===== src/hdl/cpa_pkg.sv =====
// Shared constants, codes and controller/datapath interface types of the page allocator.
package cpa_pkg;

  localparam int TABLE_PAGES  = 1024;
  localparam int PAGE_BYTES   = 4096;
  localparam int HEADER_BYTES = 8;

  localparam int PAGE_W     = $clog2(TABLE_PAGES);
  localparam int CNT_W      = PAGE_W + 1;
  localparam int STEP_W     = PAGE_W + 2;
  localparam int PAGE_SHIFT = $clog2(PAGE_BYTES);
  localparam int BYTES_W    = 22;
  localparam int STATUS_W   = 3;

  localparam int IN_USED  = BYTES_W + PAGE_W + CNT_W;
  localparam int IN_W     = ((IN_USED + 7) / 8) * 8;
  localparam int OUT_USED = STATUS_W + PAGE_W + CNT_W + CNT_W;
  localparam int OUT_W    = ((OUT_USED + 7) / 8) * 8;

  // Page table entry: bit 1 free, bit 0 referenced.
  localparam logic [1:0] ENT_FREE    = 2'b10;
  localparam logic [1:0] ENT_ALLOC   = 2'b00;
  localparam logic [1:0] ENT_CLAIMED = 2'b01;

  typedef enum logic [STATUS_W-1:0] {
    ST_OK        = 3'd0,
    ST_ZERO      = 3'd1,
    ST_LARGE     = 3'd2,
    ST_NO_RUN    = 3'd3,
    ST_NO_VICTIM = 3'd4
  } status_t;

  typedef enum logic [4:0] {
    OP_NONE,
    OP_CLEAR,
    OP_LOAD,
    OP_FREE_STEP,
    OP_FREE_END,
    OP_SET_ZERO,
    OP_SET_LARGE,
    OP_RECL_INIT,
    OP_RECL_RD,
    OP_RECL_EV,
    OP_RECL_FAIL,
    OP_SCAN_INIT,
    OP_SCAN_RD,
    OP_SCAN_EV,
    OP_SCAN_FAIL,
    OP_CLAIM_INIT,
    OP_CLAIM_STEP,
    OP_CLAIM_END,
    OP_EMIT
  } op_t;

  typedef struct packed {
    logic clear_last;
    logic free_req;
    logic req_zero;
    logic req_large;
    logic need_gt_free;
    logic free_done;
    logic sweep_done;
    logic victim;
    logic scan_end;
    logic run_found;
    logic count_done;
    logic out_busy;
  } dp_status_t;

endpackage


===== src/hdl/cpa_dpath.sv =====
// Datapath of the page allocator: page table memory, counters, request and result registers.
module cpa_dpath (
  input  logic                      clk,
  input  logic                      rst,
  input  logic                      cfg_we,
  input  logic [cpa_pkg::CNT_W-1:0] cfg_wdata,
  input  logic [cpa_pkg::IN_W-1:0]  s_tdata,
  input  logic                      s_tuser,
  input  cpa_pkg::op_t              op,
  output cpa_pkg::dp_status_t       st,
  output logic                      m_tvalid,
  input  logic                      m_tready,
  output logic [cpa_pkg::OUT_W-1:0] m_tdata
);

  logic [1:0] mem [cpa_pkg::TABLE_PAGES];
  logic [1:0] rd_data;

  logic [cpa_pkg::CNT_W-1:0]  pool_pages;
  logic [cpa_pkg::CNT_W-1:0]  pool_eff;
  logic [cpa_pkg::CNT_W-1:0]  free_count;
  logic [cpa_pkg::PAGE_W-1:0] hand;
  logic [cpa_pkg::CNT_W-1:0]  ptr;
  logic [cpa_pkg::STEP_W-1:0] steps;
  logic [cpa_pkg::CNT_W-1:0]  need;
  logic [cpa_pkg::CNT_W-1:0]  tally;
  logic [cpa_pkg::CNT_W-1:0]  remaining;
  logic [cpa_pkg::PAGE_W-1:0] run_start;
  logic                       req_free;
  logic                       req_zero;
  logic                       req_large;

  cpa_pkg::status_t           res_status;
  logic [cpa_pkg::PAGE_W-1:0] res_start;
  logic [cpa_pkg::CNT_W-1:0]  res_len;
  logic [cpa_pkg::CNT_W-1:0]  evicted;
  logic [cpa_pkg::OUT_W-1:0]  out_data;
  logic                       out_valid;

  logic [cpa_pkg::BYTES_W-1:0] in_bytes;
  logic [cpa_pkg::PAGE_W-1:0]  in_start;
  logic [cpa_pkg::CNT_W-1:0]   in_count;
  logic [cpa_pkg::BYTES_W:0]   need_sum;
  logic [cpa_pkg::CNT_W:0]     ptr_inc;
  logic [cpa_pkg::CNT_W-1:0]   next_page;
  logic [cpa_pkg::CNT_W:0]     free_sum;
  logic                        mem_we;
  logic                        mem_re;
  logic [1:0]                  mem_wdata;

  assign in_bytes = s_tdata[cpa_pkg::BYTES_W-1:0];
  assign in_start = s_tdata[cpa_pkg::BYTES_W +: cpa_pkg::PAGE_W];
  assign in_count = s_tdata[cpa_pkg::BYTES_W + cpa_pkg::PAGE_W +: cpa_pkg::CNT_W];
  assign need_sum = {1'b0, in_bytes}
                  + (cpa_pkg::BYTES_W+1)'(cpa_pkg::HEADER_BYTES + cpa_pkg::PAGE_BYTES - 1);

  always_comb begin
    if (pool_pages == '0) begin
      pool_eff = cpa_pkg::CNT_W'(1);
    end else if (pool_pages > cpa_pkg::CNT_W'(cpa_pkg::TABLE_PAGES)) begin
      pool_eff = cpa_pkg::CNT_W'(cpa_pkg::TABLE_PAGES);
    end else begin
      pool_eff = pool_pages;
    end
  end

  // Clock hand advance with wrap at the pool edge.
  assign ptr_inc   = {1'b0, ptr} + (cpa_pkg::CNT_W+1)'(1);
  assign next_page = (ptr_inc >= {1'b0, pool_eff}) ? '0 : ptr_inc[cpa_pkg::CNT_W-1:0];
  assign free_sum  = {1'b0, free_count} + {1'b0, tally};

  always_comb begin
    mem_we    = 1'b0;
    mem_re    = 1'b0;
    mem_wdata = cpa_pkg::ENT_FREE;
    case (op)
      cpa_pkg::OP_CLEAR, cpa_pkg::OP_FREE_STEP: begin
        mem_we = 1'b1;
      end
      cpa_pkg::OP_RECL_EV: begin
        mem_we    = !rd_data[1];
        mem_wdata = st.victim ? cpa_pkg::ENT_FREE : cpa_pkg::ENT_ALLOC;
      end
      cpa_pkg::OP_CLAIM_STEP: begin
        mem_we    = 1'b1;
        mem_wdata = cpa_pkg::ENT_CLAIMED;
      end
      cpa_pkg::OP_RECL_RD, cpa_pkg::OP_SCAN_RD: begin
        mem_re = 1'b1;
      end
      default: begin
        mem_we = 1'b0;
      end
    endcase
  end

  always_ff @(posedge clk) begin
    if (mem_we) begin
      mem[ptr[cpa_pkg::PAGE_W-1:0]] <= mem_wdata;
    end
    if (mem_re) begin
      rd_data <= mem[ptr[cpa_pkg::PAGE_W-1:0]];
    end
  end

  always_comb begin
    st.clear_last   = (ptr == cpa_pkg::CNT_W'(cpa_pkg::TABLE_PAGES - 1));
    st.free_req     = req_free;
    st.req_zero     = req_zero;
    st.req_large    = req_large;
    st.need_gt_free = (need > free_count);
    st.free_done    = (remaining == '0) || (ptr >= pool_eff);
    st.sweep_done   = (steps == {pool_eff, 1'b0});
    st.victim       = !rd_data[1] && !rd_data[0];
    st.scan_end     = (ptr >= pool_eff);
    st.run_found    = rd_data[1] && (({1'b0, tally} + (cpa_pkg::CNT_W+1)'(1)) == {1'b0, need});
    st.count_done   = (remaining == '0);
    st.out_busy     = out_valid && !m_tready;
  end

  always_ff @(posedge clk) begin
    if (rst) begin
      pool_pages <= cpa_pkg::CNT_W'(cpa_pkg::TABLE_PAGES);
      free_count <= cpa_pkg::CNT_W'(cpa_pkg::TABLE_PAGES);
      hand       <= '0;
      ptr        <= '0;
      out_valid  <= 1'b0;
    end else begin
      if (cfg_we) begin
        pool_pages <= cfg_wdata;
      end
      if (op == cpa_pkg::OP_EMIT) begin
        out_valid <= 1'b1;
      end else if (m_tready) begin
        out_valid <= 1'b0;
      end
      case (op)
        cpa_pkg::OP_CLEAR: begin
          ptr <= ptr_inc[cpa_pkg::CNT_W-1:0];
        end
        cpa_pkg::OP_LOAD: begin
          ptr <= {1'b0, in_start};
        end
        cpa_pkg::OP_FREE_STEP, cpa_pkg::OP_CLAIM_STEP, cpa_pkg::OP_SCAN_EV: begin
          ptr <= ptr_inc[cpa_pkg::CNT_W-1:0];
        end
        cpa_pkg::OP_FREE_END: begin
          if (free_sum > {1'b0, pool_eff}) begin
            free_count <= pool_eff;
          end else begin
            free_count <= free_sum[cpa_pkg::CNT_W-1:0];
          end
        end
        cpa_pkg::OP_RECL_INIT: begin
          ptr <= ({1'b0, hand} >= pool_eff) ? '0 : {1'b0, hand};
        end
        cpa_pkg::OP_RECL_EV: begin
          if (st.victim) begin
            hand <= next_page[cpa_pkg::PAGE_W-1:0];
            if (free_count < pool_eff) begin
              free_count <= free_count + cpa_pkg::CNT_W'(1);
            end
          end else begin
            ptr <= next_page;
          end
        end
        cpa_pkg::OP_RECL_FAIL: begin
          hand <= ptr[cpa_pkg::PAGE_W-1:0];
        end
        cpa_pkg::OP_SCAN_INIT: begin
          ptr <= '0;
        end
        cpa_pkg::OP_CLAIM_INIT: begin
          ptr <= {1'b0, run_start};
        end
        cpa_pkg::OP_CLAIM_END: begin
          free_count <= (free_count >= need) ? free_count - need : '0;
        end
        default: begin
          ptr <= ptr;
        end
      endcase
    end
  end

  // Payload and working registers, no reset needed.
  always_ff @(posedge clk) begin
    case (op)
      cpa_pkg::OP_LOAD: begin
        req_free   <= s_tuser;
        req_zero   <= (in_bytes == '0);
        req_large  <= ({1'b0, in_bytes} >= {pool_eff, cpa_pkg::PAGE_SHIFT'(0)});
        need       <= need_sum[cpa_pkg::BYTES_W:cpa_pkg::PAGE_SHIFT];
        remaining  <= in_count;
        tally      <= '0;
        res_status <= cpa_pkg::ST_OK;
        res_start  <= '0;
        res_len    <= '0;
        evicted    <= '0;
      end
      cpa_pkg::OP_FREE_STEP: begin
        remaining <= remaining - cpa_pkg::CNT_W'(1);
        tally     <= tally + cpa_pkg::CNT_W'(1);
      end
      cpa_pkg::OP_SET_ZERO:  res_status <= cpa_pkg::ST_ZERO;
      cpa_pkg::OP_SET_LARGE: res_status <= cpa_pkg::ST_LARGE;
      cpa_pkg::OP_RECL_INIT: steps <= '0;
      cpa_pkg::OP_RECL_EV: begin
        if (st.victim) begin
          evicted <= evicted + cpa_pkg::CNT_W'(1);
        end else begin
          steps <= steps + cpa_pkg::STEP_W'(1);
        end
      end
      cpa_pkg::OP_RECL_FAIL: res_status <= cpa_pkg::ST_NO_VICTIM;
      cpa_pkg::OP_SCAN_INIT: tally <= '0;
      cpa_pkg::OP_SCAN_EV: begin
        if (rd_data[1]) begin
          tally <= tally + cpa_pkg::CNT_W'(1);
          if (tally == '0) begin
            run_start <= ptr[cpa_pkg::PAGE_W-1:0];
          end
        end else begin
          tally <= '0;
        end
      end
      cpa_pkg::OP_SCAN_FAIL:  res_status <= cpa_pkg::ST_NO_RUN;
      cpa_pkg::OP_CLAIM_INIT: remaining <= need;
      cpa_pkg::OP_CLAIM_STEP: remaining <= remaining - cpa_pkg::CNT_W'(1);
      cpa_pkg::OP_CLAIM_END: begin
        res_start <= run_start;
        res_len   <= need;
      end
      cpa_pkg::OP_EMIT: begin
        out_data <= cpa_pkg::OUT_W'({evicted, res_len, res_start, res_status});
      end
      default: begin
        res_status <= res_status;
      end
    endcase
  end

  assign m_tvalid = out_valid;
  assign m_tdata  = out_data;

endmodule


===== src/hdl/cpa_ctrl.sv =====
// Controller state machine of the page allocator: sequences clear, free, sweep, scan and claim.
module cpa_ctrl (
  input  logic                clk,
  input  logic                rst,
  input  logic                s_tvalid,
  output logic                s_tready,
  input  cpa_pkg::dp_status_t st,
  output cpa_pkg::op_t        op
);

  typedef enum logic [11:0] {
    S_CLEAR      = 12'b000000000001,
    S_IDLE       = 12'b000000000010,
    S_CHECK      = 12'b000000000100,
    S_FREE       = 12'b000000001000,
    S_RECL_CHK   = 12'b000000010000,
    S_RECL_RD    = 12'b000000100000,
    S_RECL_EV    = 12'b000001000000,
    S_SCAN_RD    = 12'b000010000000,
    S_SCAN_EV    = 12'b000100000000,
    S_CLAIM_INIT = 12'b001000000000,
    S_CLAIM      = 12'b010000000000,
    S_DONE       = 12'b100000000000
  } state_t;

  state_t state;
  state_t state_next;

  always_ff @(posedge clk) begin
    if (rst) begin
      state <= S_CLEAR;
    end else begin
      state <= state_next;
    end
  end

  assign s_tready = (state == S_IDLE);

  always_comb begin
    state_next = state;
    op         = cpa_pkg::OP_NONE;
    case (state)
      S_CLEAR: begin
        op = cpa_pkg::OP_CLEAR;
        if (st.clear_last) state_next = S_IDLE;
      end
      S_IDLE: begin
        if (s_tvalid) begin
          op         = cpa_pkg::OP_LOAD;
          state_next = S_CHECK;
        end
      end
      S_CHECK: begin
        if (st.free_req) begin
          state_next = S_FREE;
        end else if (st.req_zero) begin
          op         = cpa_pkg::OP_SET_ZERO;
          state_next = S_DONE;
        end else if (st.req_large) begin
          op         = cpa_pkg::OP_SET_LARGE;
          state_next = S_DONE;
        end else begin
          state_next = S_RECL_CHK;
        end
      end
      S_FREE: begin
        if (st.free_done) begin
          op         = cpa_pkg::OP_FREE_END;
          state_next = S_DONE;
        end else begin
          op = cpa_pkg::OP_FREE_STEP;
        end
      end
      S_RECL_CHK: begin
        if (st.need_gt_free) begin
          op         = cpa_pkg::OP_RECL_INIT;
          state_next = S_RECL_RD;
        end else begin
          op         = cpa_pkg::OP_SCAN_INIT;
          state_next = S_SCAN_RD;
        end
      end
      S_RECL_RD: begin
        if (st.sweep_done) begin
          op         = cpa_pkg::OP_RECL_FAIL;
          state_next = S_DONE;
        end else begin
          op         = cpa_pkg::OP_RECL_RD;
          state_next = S_RECL_EV;
        end
      end
      S_RECL_EV: begin
        op         = cpa_pkg::OP_RECL_EV;
        state_next = st.victim ? S_RECL_CHK : S_RECL_RD;
      end
      S_SCAN_RD: begin
        if (st.scan_end) begin
          op         = cpa_pkg::OP_SCAN_FAIL;
          state_next = S_DONE;
        end else begin
          op         = cpa_pkg::OP_SCAN_RD;
          state_next = S_SCAN_EV;
        end
      end
      S_SCAN_EV: begin
        op         = cpa_pkg::OP_SCAN_EV;
        state_next = st.run_found ? S_CLAIM_INIT : S_SCAN_RD;
      end
      S_CLAIM_INIT: begin
        op         = cpa_pkg::OP_CLAIM_INIT;
        state_next = S_CLAIM;
      end
      S_CLAIM: begin
        if (st.count_done) begin
          op         = cpa_pkg::OP_CLAIM_END;
          state_next = S_DONE;
        end else begin
          op = cpa_pkg::OP_CLAIM_STEP;
        end
      end
      S_DONE: begin
        if (!st.out_busy) begin
          op         = cpa_pkg::OP_EMIT;
          state_next = S_IDLE;
        end
      end
      default: begin
        state_next = S_IDLE;
      end
    endcase
  end

endmodule


===== src/hdl/contiguous_page_allocator_clock_core.sv =====
// Top level of the contiguous page allocator with clock replacement.
// Usage:
//   Requests enter on the s_ group; s_tuser selects allocate (0) or free (1).
//   An allocate turns byte_count plus the header into whole pages, reclaims
//   pages with the clock hand while the free count is short, then claims the
//   lowest contiguous run of free pages. A free marks a run free again.
//   One result per request leaves on the m_ group.
//   cfg_we/cfg_wdata write the pool size; write it only while idle.
// Operation:
//   One request is in work at a time; s_tready is high only while idle,
//   which starts the cycle after a result is loaded.
//   A free writes each page of its run free in turn. A zero or oversize
//   allocate is answered from the size check alone. An allocate reclaims
//   pages while the free count is short (the clock hand visits at most
//   2 x pool pages per reclaim), scans first fit from page 0, then claims the run.
//   The page table is a single-port memory, one access per cycle with a registered read.
// Reset: rst clears the control state, then every page table entry is
//   written free, one after another, before the first request is taken.
// Stall: a finished result waits in the output register while m_tready is
//   low; the next request is still taken and worked on, and its result
//   holds in the datapath result registers until the output register frees up.
module contiguous_page_allocator_clock_core (
  input  logic                      clk,
  input  logic                      rst,
  // pool_pages
  input  logic                      cfg_we,
  input  logic [cpa_pkg::CNT_W-1:0] cfg_wdata,
  input  logic                      s_tvalid,
  output logic                      s_tready,
  // byte_count[21:0], start_page[31:22], page_count[42:32], zero fill
  input  logic [cpa_pkg::IN_W-1:0]  s_tdata,
  // mode: 0 allocate, 1 free
  input  logic                      s_tuser,
  output logic                      m_tvalid,
  input  logic                      m_tready,
  // status[2:0], run_start[12:3], run_length[23:13], evicted[34:24], zero fill
  output logic [cpa_pkg::OUT_W-1:0] m_tdata
);

  cpa_pkg::dp_status_t st;
  cpa_pkg::op_t        op;

  // Sequence each request through the datapath one command a cycle.
  cpa_ctrl u_ctrl (
    .clk      (clk),
    .rst      (rst),
    .s_tvalid (s_tvalid),
    .s_tready (s_tready),
    .st       (st),
    .op       (op)
  );

  // Hold the page table, counters, clock hand and output register.
  cpa_dpath u_dpath (
    .clk       (clk),
    .rst       (rst),
    .cfg_we    (cfg_we),
    .cfg_wdata (cfg_wdata),
    .s_tdata   (s_tdata),
    .s_tuser   (s_tuser),
    .op        (op),
    .st        (st),
    .m_tvalid  (m_tvalid),
    .m_tready  (m_tready),
    .m_tdata   (m_tdata)
  );

endmodule


===== config.mk =====
export PLATFORM = sky130hd
export DESIGN_NAME = contiguous_page_allocator_clock_core
export DESIGN_NICKNAME = d
export VERILOG_FILES = /design/src/hdl/cpa_pkg.sv /design/src/hdl/cpa_dpath.sv /design/src/hdl/cpa_ctrl.sv /design/src/hdl/contiguous_page_allocator_clock_core.sv
export SDC_FILE = /design/constraint.sdc
export NUM_CORES = 2
export LEC_CHECK = 0
export BUFFER_PORTS_ARGS = -buffer_cell sky130_fd_sc_hd__buf_2
export CAP_MARGIN = 20
export CELL_PAD_IN_SITES_DETAIL_PLACEMENT = 0
export CELL_PAD_IN_SITES_GLOBAL_PLACEMENT = 1
export CORE_MARGIN = 1.5
export CORE_UTILIZATION = 58
export DETAILED_ROUTE_END_ITERATION = 8
export PLACE_DENSITY_LB_ADDON = 0.1
export SLEW_MARGIN = 20
export SYNTH_ARGS = -nofsm -noshare
export SYNTH_HDL_FRONTEND = slang
export SYNTH_SLANG_ARGS = --single-unit

===== constraint.sdc =====
create_clock -name clk -period 367.8 [get_ports clk]
set_input_delay 0 -clock clk [delete_from_list [all_inputs] [get_ports clk]]
set_output_delay 0 -clock clk [all_outputs]
set_load 0.05 [all_outputs]

# [Yosys cells after proc, flatten, opt, wreduce, memory -nomap -nowiden]
# Memory sizes are Yosys's and may differ from the RTL's. A register that Yosys moved wholly into a read port is not among the register bits.
# Cells that the tools add are included.
[totals] register_bits=184 ram_bits=2048 inputBits=65 elab_cells=169 mem_count=1
[mem_list] memory="u_dpath.mem" words=1024 word_bits=2 read_ports=1 rd_ports_with_merged_regs=1 wr=1 line_no="cpa_dpath.sv:16" rtl="logic [1:0] mem [cpa_pkg::TABLE_PAGES];"
[classes] add_sub_neg=10 n_lt_le_gt_ge=9 n_eq_ne=41 mux=56 n_reduce_logical=33
[ops] operator="case mux 12 bit (12 select lines)" count=1
[ops] operator="2-to-1 mux 12 bit" count=11
[ops] operator="2-to-1 mux 11 bit" count=10
[ops] operator="case mux 11 bit (3 select lines)" count=3
[ops] operator="case mux 11 bit (6 select lines)" count=1
[ops] operator="case mux 5 bit (12 select lines)" count=1
[ops] operator="case mux 11 bit (2 select lines)" count=2
[ops] operator="== test 5 x 4 -> 1 bit (second input constant)" count=8
[ops] operator="case mux 10 bit (2 select lines)" count=2
[ops] operator="adder 11 x 1 -> 11 bit (second input constant)" count=3
[ops] operator="zero test 11 bit" count=3
[ops] operator="2-to-1 mux 10 bit" count=3
[ops] operator="adder 11 x 1 -> 12 bit (second input constant)" count=2
[ops] operator="case mux 12 bit (2 select lines)" count=1
[ops] operator="adder 22 x 13 -> 23 bit (second input constant)" count=1
[ops] operator=">= comparator 22 x 23 -> 1 bit" count=1
[ops] operator=">= comparator 11 bit" count=2
[ops] operator="zero test 22 bit" count=1
[ops] operator="== test 5 x 3 -> 1 bit (second input constant)" count=4
[ops] operator="== test 5 bit (second input constant)" count=3
[ops] operator="2-to-1 mux 5 bit" count=3
[ops] operator="case mux 3 bit (5 select lines)" count=1
[ops] operator="!= test 2 bit (second input constant)" count=7
[ops] operator="adder 11 x 11 -> 12 bit" count=1
[ops] operator="other kinds (48)" count=74

# [Logic depth before layout (Yosys ltp)]
[depth] word_depth=12 mapped_depth=18

# [Hierarchy]
# From an unflattened synthesis, not the netlist that was laid out.
[hier_totals] cells_unflattened=6336 hier_area_um2=94764.6
[by_module_without_submodules] mod="cpa_dpath" n_inst=1 cells_each=6199 area_per_inst_um2=93722.4
[by_module_without_submodules] mod="cpa_ctrl" n_inst=1 cells_each=137 area_per_inst_um2=1042.2

# [Worst setup path before layout]
# OpenSTA, ideal clock, no wires.
[synth_path] path_kind="flip-flop to flip-flop" start="register u_ctrl.state[4]" end="memory u_dpath.mem[0][1], data pin" setup_ns=6.781 arrival_ns=193.288 slack_ns=167.731 stages_incl_launch_ff=7 period_less_slack_ns=200.069 cell_sequence="dfxtp_1 > buf_6 > nor4_4 > and2_1 > nand4b_1 > nor2_1 > o21ai_0"
[synth_between] elab_chain_cells=4
[synth_lines] element="from (decl)" line_no="cpa_ctrl.sv:26" rtl="state_t state;"
[synth_lines] element="from (signal assigned)" line_no="cpa_ctrl.sv:33" rtl="state <= state_next;"
[synth_lines] element="== test 12 bit, or another cell as far along" line_no="cpa_ctrl.sv:42" rtl="case (state)"
[synth_lines] element="case mux 5 bit (12 select lines) (*)" line_no="cpa_ctrl.sv:42"
[synth_lines] element="== test 5 bit / == test 5 x 4 -> 1 bit (equally long branches)" line_no="cpa_dpath.sv:76" rtl="case (op)"
[synth_lines] element="case mux 2 bit (2 select lines) (*)" line_no="cpa_dpath.sv:76"
[synth_lines] element="via u_dpath.mem_wdata[1]" line_no="cpa_dpath.sv:49" rtl="logic [1:0] mem_wdata;"
[synth_lines] element="to (decl)" line_no="cpa_dpath.sv:16"
# Mark *: on every way through the listed nets, which the timed path passes. The rest lies on a longest branch.

# [Worst setup path after layout]
[layout_path] start="register u_dpath.ptr[1] (netlist name)" end="register u_dpath.rd_data[0], read port of u_dpath.mem, data pin"
[layout_between] elab_chain_cells=7
[layout_lines] element="from (decl)" line_no="cpa_dpath.sv:23" rtl="logic [cpa_pkg::CNT_W-1:0] ptr;"
[layout_lines] element="from (signal assigned)" line_no="cpa_dpath.sv:139" rtl="ptr <= ptr_inc[cpa_pkg::CNT_W-1:0];"
[layout_lines] element="from (signal assigned)" line_no="cpa_dpath.sv:142" rtl="ptr <= {1'b0, in_start};"
[layout_lines] element="from (signal assigned)" line_no="cpa_dpath.sv:145" rtl="ptr <= ptr_inc[cpa_pkg::CNT_W-1:0];"
[layout_lines] element=">= comparator 11 bit" line_no="cpa_dpath.sv:112, cpa_dpath.sv:115"
[layout_lines] element="logical OR 1 bit" line_no="cpa_dpath.sv:112" rtl="st.free_done = (remaining == '0) || (ptr >= pool_eff);"
[layout_lines] element="2-to-1 mux 3 bit" line_no="cpa_ctrl.sv:67" rtl="if (st.free_done) begin"
[layout_lines] element="case mux 5 bit (12 select lines)" line_no="cpa_ctrl.sv:42"
[layout_lines] element="== test 5 x 4 -> 1 bit" line_no="cpa_dpath.sv:76"
[layout_lines] element="OR reduction 2 bit" line_no="cpa_dpath.sv:76"
[layout_lines] element="2-to-1 mux 1 bit" line_no="cpa_dpath.sv:76"
[layout_lines] element="to (decl)" line_no="cpa_dpath.sv:17" rtl="logic [1:0] rd_data;"
# Parallel ways exist; a longest one is shown, timed or not.
# A chain may end at the register's enable or synchronous reset.

==> flow_summary.toml <==
[clock_network]
post_cts_buffers = 0
cts_tree = "built"
clk_pin_slew_ns = 0.06
cts_max_level = 4
clock_sinks = 2234
insertion_delay_ns = 0.88
cts.path.max_buffers = 3
cts_resized = 0
cts_root_buffer = "clkbuf_16"
cts_buffers = 221

[floorplan]
chipHeight_um = 407.9
initial_core_util_pct = 58.40
die_w_um = 407.9
design.die.area_um2 = 166300
rows = 148
io_pins = 107
core_area_um2 = 162800

[job]
drv_cap = 0

[global_routing]
overflow = 0
grt_start_max_net_pins = 268
grt_pass1_vias = 56470
track_usage_pct = 32.83
antenna_found_initial = 11
grt_pass1_wl_mm = 392.3

[power]
power_density_nw_per_um2 = 5.678
netSwitchingPower_mw = 0.1692
clockPowerShare_pct = 36.4
switching_share_pct = 28.20
p_int_mw = 0.4307
power_mw = 0.5999
pwr-share-seq_pct = 46.7
ir_worst_vdd_v = 0.000006936
leakage_nw = 33.77
combPwrFrac_pct = 16.9

[timing]
fmax_mhz = 122.3
setup_tns_ns = 0
hold_viol = 0
rsz0062_at_grt = "no"
worst_pin_slew_ns = 1.207
maxSlewViolCount = 0
fin_skew_ns = 0.04747
relSlewSlack_pct = 19.55
period_share_pct = 2.222
finalSetupViolCount = 0
post-route-min-period_ns = 8.174

[critical_path]
crit_top_cell = "buf_4"
worstSetupEndpointType = "flop"
worstPathArrival_ns = 8.59
critical-path-slowest-cell = "buf_4"
required_ns = 368.21
max_stage_delay_ns = 0.85
startpoint_type = "flop"
crit_fanout = 137
cp_top_family = "buffers and inverters"
cp_cell_sequence = "buf_12, buf_4, buf_12, buf_4, buf_4, mux2i_1, o22ai_1, nor4_1, nand2_1, o31ai_1, a2111oi_1, buf_4, nor4b_1, o221ai_1"
critPathKind = "reg -> reg"
critPathBufInv = 6

[synth]
synth_edf_count = 2178
async_flop_share_pct = 0
synthTopCellsByArea = "edfxtp_1, mux2i_1, nor2_1, mux4_2, o22ai_1"
ys_seq_area_share_pct = 69.98
synth.distinct_cells = 91
netlist.area_leader.share_pct = 68.80
yosysTopAreaCell = "edfxtp_1"
netlist_top_cells_count = "edfxtp_1, nor2_1, mux2i_1"
synthesis.area_um2 = 95060
syn_inst = 6453
synth_most_common_cell = "edfxtp_1"
synth_warnings = 0
ys.flop_type = "edfxtp_1"
avgSynthCellArea_um2 = 14.73
postSynthRegisterBits = 2234

[detailed_routing]
drc_errors = 0
num_vias = 58360
drt_iter0_drc = 8314
antenna_left = 0
first_pass_iters = 6
wl_mm = 276.0
viasPerCell = 6.554
wl_per_cell_um = 31.00

[layout]
seq_area_um2 = 66540
multi_input_area_um2 = 26510
nFillCells = 11700
drive_above_1_share_pct = 11.39
final_nets = 6707
area_growth_syn_to_layout_pct = 11.15

[worst_hold_path]
hold_path_class = "in -> reg"

[placement]
io_buffers = 96
hpwl_mm = 152.1
place.gp.congestion = 0.8896

[status]
status = "completed"
==> cell type report <==
| cell class | instances | share of cell area (%) |
|---|---|---|
| diodes | 2 | 0.004737 |
| clock buffers | 270 | 5.448 |
| clock inverters | 136 | 1.157 |
| inverters | 56 | 0.1989 |
| multi-input cells | 3706 | 25.09 |
| flip-flops and latches | 2234 | 62.97 |
| well taps | 2175 | 2.575 |
| repair buffers | 325 | 2.552 |
==> cells in the final DEF, fill, tap and decap left out, types with 96 or more instances in the layout <==
cell type      synthesis  layout
buf_2                216      96
mux4_2               118     118
o22ai_1              340     340
edfxtp_1            2178    2178
dlygate4sd3_1          0     103
clkbuf_16              0     223
nor2_1              1229    1224
ha_1                  96      96
mux2i_1              817     817
nand2_1              161     143
buf_4                 25     105
==> sequential cells by signal (all words and copies together) (netlist names) <==
register and flops:
u_dpath.pool_pages 11, u_dpath.hand 10, u_dpath.m_tvalid 1, u_dpath.need 11
u_dpath.req_zero 1, u_dpath.steps 12, u_dpath.tally 11, u_dpath.res_status 3
u_dpath.res_len 11, u_dpath.rd_data 2, u_dpath.free_count 11, u_dpath.evicted 11
u_dpath.m_tdata 35, u_dpath.req_large 1, u_dpath.run_start 10, u_dpath.mem 2048
u_dpath.remaining 11, u_dpath.req_free 1, u_ctrl.state 12, u_dpath.ptr 11
u_dpath.res_start 10
==> logic make-up (layout without fill, tap and decap cells) <==
logic type / count (synthesis) / after routing / share of synthesized area (%)
flops: 2234 / 2234 / 69.98
xor+xnor: 95 / 95 / 0.8753
simple gates: 1813 / 1813 / 8.566
compound gates: 746 / 746 / 5.191
other cells: 1 / 7 / 0.003945
fa+ha+maj: 98 / 98 / 1.306
mux: 949 / 949 / 11.56
buf+inv: 517 / 787 / 2.517
==> stage by stage <==
step           hold WS, ns  std cells  setup WS [ns]  utilization [%]  area [um2]
6_report           0.05033       8904         359.63            64.92      105700
5_1_grt            0.05694       8903         359.45            64.91      105700
4_1_cts          0.0009389       8898         359.70            64.83      105500
3_5_place_dp        0.1936       8389         359.76            59.91       97520
3_3_place_gp        0.1806       8382         359.77            59.83       97390
2_1_floorplan      0.09887       6457         167.73                -       95080
==> tightest hold or removal path: cells and delay by family <==
| family | cells | cell delay (ns) |
|---|---|---|
| buffers and inverters | 2 | 0.62 |
| AOI/OAI and AO/OA | 1 | 0.08 |
| and+or+nand+nor | 1 | 0.06 |
==> power by group through the flow <==
stage / clock network, mW / registers (mW) / logic, mW
after floorplan: 0 / 0.283 / 0.0629
after global placement: 0 / 0.285 / 0.0980
after detailed placement: 0 / 0.285 / 0.0986
after CTS: 0.219 / 0.280 / 0.0996
after global routing: 0.229 / 0.280 / 0.104
final: 0.218 / 0.280 / 0.102
==> routing by layer <==
layer / part of all wire, % / global-route usage [%]
met3: 9.6 / 5.583
met4: 3.5 / 10.88
met1: 39 / 45.88
met2: 48 / 52.84
met5: 0.0047 / 0
==> timing repair <==
action	in CTS	in global routing
hold buffers	103	0
endpoints found under the setup margin	0	0
endpoints found under the hold margin	69	0
==> worst paths after layout <==
path | start | endpoint | slack, ns | depth (start not counted)
setup / recovery | u_dpath.ptr[1] | u_dpath.rd_data[0] | 359.63 | 14
hold / removal | s_tdata[42] | u_dpath.remaining[10] | 0.05 | 4
setup reg to reg | u_dpath.ptr[1] | u_dpath.rd_data[0] | 359.63 | 14
hold reg to reg | u_dpath.res_start[1] | u_dpath.m_tdata[4] | 0.41 | 0
No activity file was read; power rests on OpenSTA's default activity.
